`src/rtl/float_add_subtract_unit_macros.svh`:
```
// assertion macros for the float add/subtract unit
`ifndef FLOAT_ADD_SUBTRACT_UNIT_MACROS_SVH
`define FLOAT_ADD_SUBTRACT_UNIT_MACROS_SVH

// property that holds outside reset
`define FAS_ASSERT(label, prop, msg) \
   label: assert property (@(posedge clock) disable iff (reset) (prop)) else $error(msg);

// property checked during reset as well
`define FAS_ASSERT_ALWAYS(label, prop, msg) \
   label: assert property (@(posedge clock) (prop)) else $error(msg);

`endif

```
`src/rtl/fas_pkg.sv`:
```
// shared constants and types for the float add/subtract unit
package fas_pkg;
   localparam int unsigned WordWidth = 32;
   localparam int unsigned ExpWidth = 8;
   localparam int unsigned FracWidth = 23;
   localparam int unsigned GuardBits = 6;
   // aligned magnitude: hidden one, fraction, guard bits, one carry bit
   localparam int unsigned MagWidth = FracWidth + 1 + GuardBits + 1;
   localparam logic [ExpWidth-1:0] ExpAllOnes = '1;
   localparam logic [ExpWidth-1:0] ExpBias = 8'd127;

   typedef enum logic {
      OP_ADD = 1'b0,
      OP_SUB = 1'b1
   } op_type;

   typedef logic [WordWidth-1:0] word_type;
endpackage

```
`src/rtl/float_add_subtract_unit.sv`:
```
// float add/subtract unit: single-pass datapath between request and result registers
// an accepted request passes the request register and then the result register before its rsp_valid strobe
// throughput: one request per cycle; busy is tied low, the sum logic is one registered pass
// the long path is alignment shift, 31-bit add, leading-one shift and exponent adjust
// reset (synchronous, active high) clears the valid flags only; operand registers are not reset
// the receiver cannot stall, so each result shows for exactly one cycle
`include "float_add_subtract_unit_macros.svh"

module float_add_subtract_unit (
   input  logic                  clock,
   input  logic                  reset,
   input  logic                  start,
   output logic                  busy,
   input  logic                  req_op,
   input  fas_pkg::word_type     req_a,
   input  fas_pkg::word_type     req_b,
   output logic                  rsp_valid,
   output fas_pkg::word_type     rsp_result
);

   localparam int unsigned MW = fas_pkg::MagWidth;

   // request register
   logic              req_valid_ff;
   logic              req_op_ff;
   fas_pkg::word_type a_ff, b_ff;

   // result register
   logic              rsp_valid_ff;
   fas_pkg::word_type result_ff, result_in;

   // decoded operands
   logic [7:0]        ea, eb;
   logic [9:0]        diff_ab, diff_ba;
   logic [MW-1:0]     mag_a, mag_b, big, lesser, small_sh, sum;
   logic              sa, sb, sign;
   logic [4:0]        shamt;
   logic [9:0]        s_exp;          // signed exponent, unbiased
   logic [MW-1:0]     norm;
   logic [4:0]        lz;
   logic              found;
   logic [25:0]       wide;

   always_comb begin
      fas_pkg::word_type bb;
      bb = b_ff;
      if (fas_pkg::op_type'(req_op_ff) == fas_pkg::OP_SUB) bb[31] = ~bb[31];

      ea = a_ff[30:23];
      eb = bb[30:23];
      sa = a_ff[31];
      sb = bb[31];
      diff_ab = {2'b00, ea} - {2'b00, eb};
      diff_ba = {2'b00, eb} - {2'b00, ea};
      mag_a = {1'b0, 1'b1, a_ff[22:0], 6'b0};
      mag_b = {1'b0, 1'b1, bb[22:0], 6'b0};

      // order so that big has the larger exponent, or the larger magnitude on a tie
      if (ea > eb || (ea == eb && mag_a >= mag_b)) begin
         big = mag_a; lesser = mag_b; sign = sa; shamt = diff_ab[4:0];
         s_exp = {2'b00, ea} - 10'd127;
      end else begin
         big = mag_b; lesser = mag_a; sign = sb; shamt = diff_ba[4:0];
         s_exp = {2'b00, eb} - 10'd127;
      end
      // equal exponents with like signs: model keeps a's sign, same thing
      small_sh = lesser >> shamt;
      sum = (sa == sb) ? big + small_sh : big - small_sh;
      s_exp = s_exp - 10'(fas_pkg::GuardBits);

      wide = '0;
      norm = '0;
      lz = '0;
      found = 1'b0;
      if (sum > MW'(32'hFFFFFF)) begin
         // sum fits in 31 bits; truncate to 25 bits, round, fit 24
         if (sum > MW'(32'h1FFFFFF)) begin
            // leading one at bit 25..30
            lz = '0;
            for (int i = 25; i <= 30; i++) if (sum[i]) lz = 5'(i - 24);
            wide = 26'(sum >> lz);
            s_exp = s_exp + 10'(lz);
         end else wide = {1'b0, sum[24:0]};
         if (wide[0]) wide = wide + 26'd1;
         // rounding an all-ones value carries out to bit 25
         if (wide[25]) begin
            wide = wide >> 2;
            s_exp = s_exp + 10'd2;
         end else if (wide[24]) begin
            wide = wide >> 1;
            s_exp = s_exp + 10'd1;
         end
         norm = MW'(wide);
      end else begin
         // shift left until bit 23 set
         for (int i = 23; i >= 0; i--) begin
            if (!found && sum[i]) begin
               found = 1'b1;
               lz = 5'(23 - i);
            end
         end
         norm = sum << lz;
         s_exp = s_exp - 10'(lz);
      end

      if ($signed(s_exp) > 10'sd127) result_in = {sign, 8'hFF, 23'd0};
      else if ($signed(s_exp) < -10'sd127) result_in = {sign, 31'd0};
      else result_in = {sign, 8'(s_exp + 10'd127), norm[22:0]};
      if (sum == '0) result_in = '0;

      // special cases in the model's order of precedence
      if (diff_ba[9] == 1'b0 && diff_ba > 10'd23) result_in = bb;
      if (diff_ab[9] == 1'b0 && diff_ab > 10'd23) result_in = a_ff;
      if (eb == fas_pkg::ExpAllOnes) result_in = bb;
      if (ea == fas_pkg::ExpAllOnes) result_in = a_ff;
      if (bb[30:0] == 31'd0) result_in = a_ff;
      if (a_ff[30:0] == 31'd0) result_in = bb;
   end

   // request and result registers
   always_ff @(posedge clock) begin
      if (reset) begin
         req_valid_ff <= 1'b0;
         rsp_valid_ff <= 1'b0;
      end else begin
         req_valid_ff <= start;
         rsp_valid_ff <= req_valid_ff;
      end
      a_ff      <= req_a;
      b_ff      <= req_b;
      req_op_ff <= req_op;
      result_ff <= result_in;
   end

   assign busy       = 1'b0;
   assign rsp_valid  = rsp_valid_ff;
   assign rsp_result = result_ff;

   `FAS_ASSERT(a_resp_follows, start |=> ##1 rsp_valid, "accepted request gave no result")
   `FAS_ASSERT(a_no_spurious, !start |=> ##1 !rsp_valid, "result without request")
   `FAS_ASSERT_ALWAYS(a_reset_clear, reset |=> !rsp_valid, "result right after reset")
endmodule

```
`config.mk`:
```
export PLATFORM = sky130hd
export DESIGN_NAME = float_add_subtract_unit
export DESIGN_NICKNAME = d
export VERILOG_FILES = /design/src/rtl/fas_pkg.sv /design/src/rtl/float_add_subtract_unit.sv
export VERILOG_INCLUDE_DIRS = /design/src /design/src/rtl
export SDC_FILE = /design/constraint.sdc
export NUM_CORES = 1
export LEC_CHECK = 0
export BUFFER_PORTS_ARGS = -buffer_cell sky130_fd_sc_hd__buf_2
export CAP_MARGIN = 20
export CORE_ASPECT_RATIO = 2
export CORE_MARGIN = 2
export CORE_UTILIZATION = 35
export CTS_BUF_LIST = sky130_fd_sc_hd__clkbuf_4 sky130_fd_sc_hd__clkbuf_8 sky130_fd_sc_hd__clkbuf_16
export DETAILED_ROUTE_END_ITERATION = 8
export GPL_TIMING_DRIVEN = 0
export SYNTH_ARGS = -nofsm -noshare
export SYNTH_HDL_FRONTEND = slang
export SYNTH_SLANG_ARGS = --single-unit
```
`constraint.sdc`:
```
create_clock -name clock -period 16.7 [get_ports clock]
set_input_delay 0.835 -clock clock [delete_from_list [all_inputs] [get_ports clock]]
set_output_delay 0.835 -clock clock [all_outputs]
set_load 0.01 [all_outputs]
```
==> reports/results.ini <==
[outcome]
status = finished clean

[worst_setup_path]
critPathBufInv = 11
crit_arrival_ns = 16.37
cp-start-kind = register
max_stage_delay_ns = 0.60
required_ns = 16.89
r2r-start = b_ff[22]
crit_path_top_delay_cell = dfxtp_1
path_class = reg2reg
ff2ff_path_depth = 57
crit_family = compound AO/OA/AOI/OAI gates
critPathMostFrequentCell = buf_2
endpoint_kind = register
path_depth = 57
worstSetupStartpoint = b_ff[22]
worstPathMaxFanout = 10

[floorplan]
dieWidth_um = 150
dieArea_mm2 = 0.0441
coreArea_mm2 = 0.0418
io_pins = 102
core.rowCount = 106
start_util_pct = 35.5
die_y_um = 295

[place]
io_buffers = 100
dpl-instance-area_mm2 = 0.0160
place_hpwl_um = 65400
gp_congestion = 1.06

[timing]
period_share_pct = 96.9
relSlewSlack_pct = 24.0
slew_viol_final = 0
fin_skew_ns = 0.0133
tightest_slew_ns = 1.13
min_period_ns = 16.18
grt_setup_unrepaired = no
fmax_mhz = 61.8
final_hold_viol_count = 0
setup_violations = 0
tns_ns = 0

[synthesis]
yosysSeqAreaShare_pct = 13.4
synth-adder-area-share_pct = 7.26
synth_area_mm2 = 0.0148
synth-compound-area-share_pct = 32.7
synthMuxAreaShare_pct = 9.84
yosysTopAreaCell = dfxtp_1
synthTopCellsByCount = nand2_1 (276), o21ai_0 (189), nor2_1 (175)
synth_edf_count = 0
synth_cells = 2146
yosysTopAreaCellShare_pct = 13.4
synth-seq-cells = 99
syn_area_per_cell_um2 = 6.91
synthSimpleGateAreaFrac_pct = 24.3
synth.net_count = 2297
synth.distinct_cells = 103
yosysMostFrequentCell = nand2_1
ys_async_sr_fraction_pct = 0
yosys_warnings = 0
synth_xor_area_share_pct = 6.26
ys_top_cells_by_area = dfxtp_1 (13%), nand2_1 (7.0%), mux2i_1 (6.8%), ha_1 (6.6%), o21ai_0 (6.4%)
ys.flop_type = dfxtp_1
synth_top_family_by_area = compound AO/OA/AOI/OAI gates

[detailed_routing]
drc = 0
viasPerCell = 6.51
wl_per_cell_um = 28.4
drt_first_pass_iters = 6
detail_route.wirelength_um = 79700
vias = 18300
drtAntennaViolNets = 0
first_iter_violations = 1694

[clocking]
insertion_delay_ns = 0.37
cts_made_buffers = 9
cts_tree = built
cts_buffer_depth = 2
cts_hold_buffers = 0
cts.clk_slew.worst_paths_ns = 0.07
cts.repair.resized = 0
post-cts-setup-buffers = 0
clock-sinks = 99
cts_root_buf = clkbuf_16
htreeDepth = 3

[worst_hold_path]
min_path_cells = 1
min_path_type = reg2reg
min_from = req_valid_ff

[cells_and_area]
nets = 2412
synthToLayoutAreaGrowth_pct = 10.4
multi_input_area_mm2 = 0.0119
drive_gt1_share_pct = 11.3
nFillCells = 4527
design_area_mm2 = 0.0164
regArea_mm2 = 0.00198
antenna-diode-count = 0

[global_route]
grt_pass1_vias = 18100
grt-ovfl-total = 0
grt_util_all_layers_pct = 35.7
grt_pass1_wl_um = 116000
busiest_layer = met2
use_met2_pct = 65.2
use_met3_pct = 5.29
met1_usage_pct = 32.1
grt_antenna_before_repair = 2
grt_start_max_net_pins = 20

[job]
drv_cap = 0

[final cells by class]
cell class                      instances  share of cell area, %
Buffer                                136                   3.65
Multi-Input combinational cell       1820                   73.0
Sequential cell                        99                   12.1
Clock buffer                            9                   1.38
Tap cell                              540                   4.13
Inverter                               91                   2.09
Timing Repair Buffer                  104                   3.21
Clock inverter                          7                  0.436
[flip-flops by register name, indices dropped and copies added, names as in the netlist]
register      count
a_ff             32
b_ff             32
req_op_ff         1
req_valid_ff      1
rsp_valid         1
rsp_result       32
[path summary, 6_finish.rpt]
path                         to  slack [ns]
setup / recovery  rsp_result[0]        0.52
hold / removal        rsp_valid        0.46
setup reg to reg  rsp_result[0]        0.52
hold reg to reg       rsp_valid        0.46
[layer usage]
| metal | vias to the layer above | routed length (um) |
|---|---|---|
| li1 | 8196 | - |
| met1 | 8479 | 24200 |
| met2 | 1111 | 40700 |
| met3 | 487 | 4790 |
| met4 | 0 | 10100 |
| met5 | - | 0 |
[metrics by stage]
step | worst slack [ns] | std cells | utilization (%) | hold WS [ns]
final | 0.523 | 2806 | 39.2 | 0.459
after global routing | 0.0490 | 2806 | 39.2 | 0.470
after CTS | 0.332 | 2806 | 39.1 | 0.460
after detailed placement | 0.424 | 2790 | 38.4 | 0.444
after global placement | 0.449 | 2786 | 38.3 | 0.432
after floorplan | 4.89 | 2146 | - | 0.414
[cells in the final DEF, fill, tap and decap left out, drive strengths merged, types with 14 or more instances in the layout]
cell type  instances
o22ai             28
xnor2             69
nor2             177
or3               18
ha                78
a31oi             29
nor3              51
and3              15
and2              23
o211ai            26
dfxtp             99
a221oi            20
mux2              26
a222oi            22
mux2i            100
o31ai             24
nor2b             17
nand2            278
a21o              39
buf              157
clkbuf            92
o21bai            14
a21oi            173
nor4              36
xor2              37
o21ai            220
a211oi            21
o21a              16
nand4             25
inv               93
nand3             58
[cell families after synthesis]
| family | after synthesis |
|---|---|
| xor+xnor | 106 |
| simple gates | 756 |
| other cells | 1 |
| mux | 133 |
| fa+ha+maj | 83 |
| buf+inv | 227 |
| flops | 99 |
| compound gates | 741 |
Power is left out: the tool's default activity adds up to more than one toggle a clock period on the data nets, which glitch-free logic cannot reach.
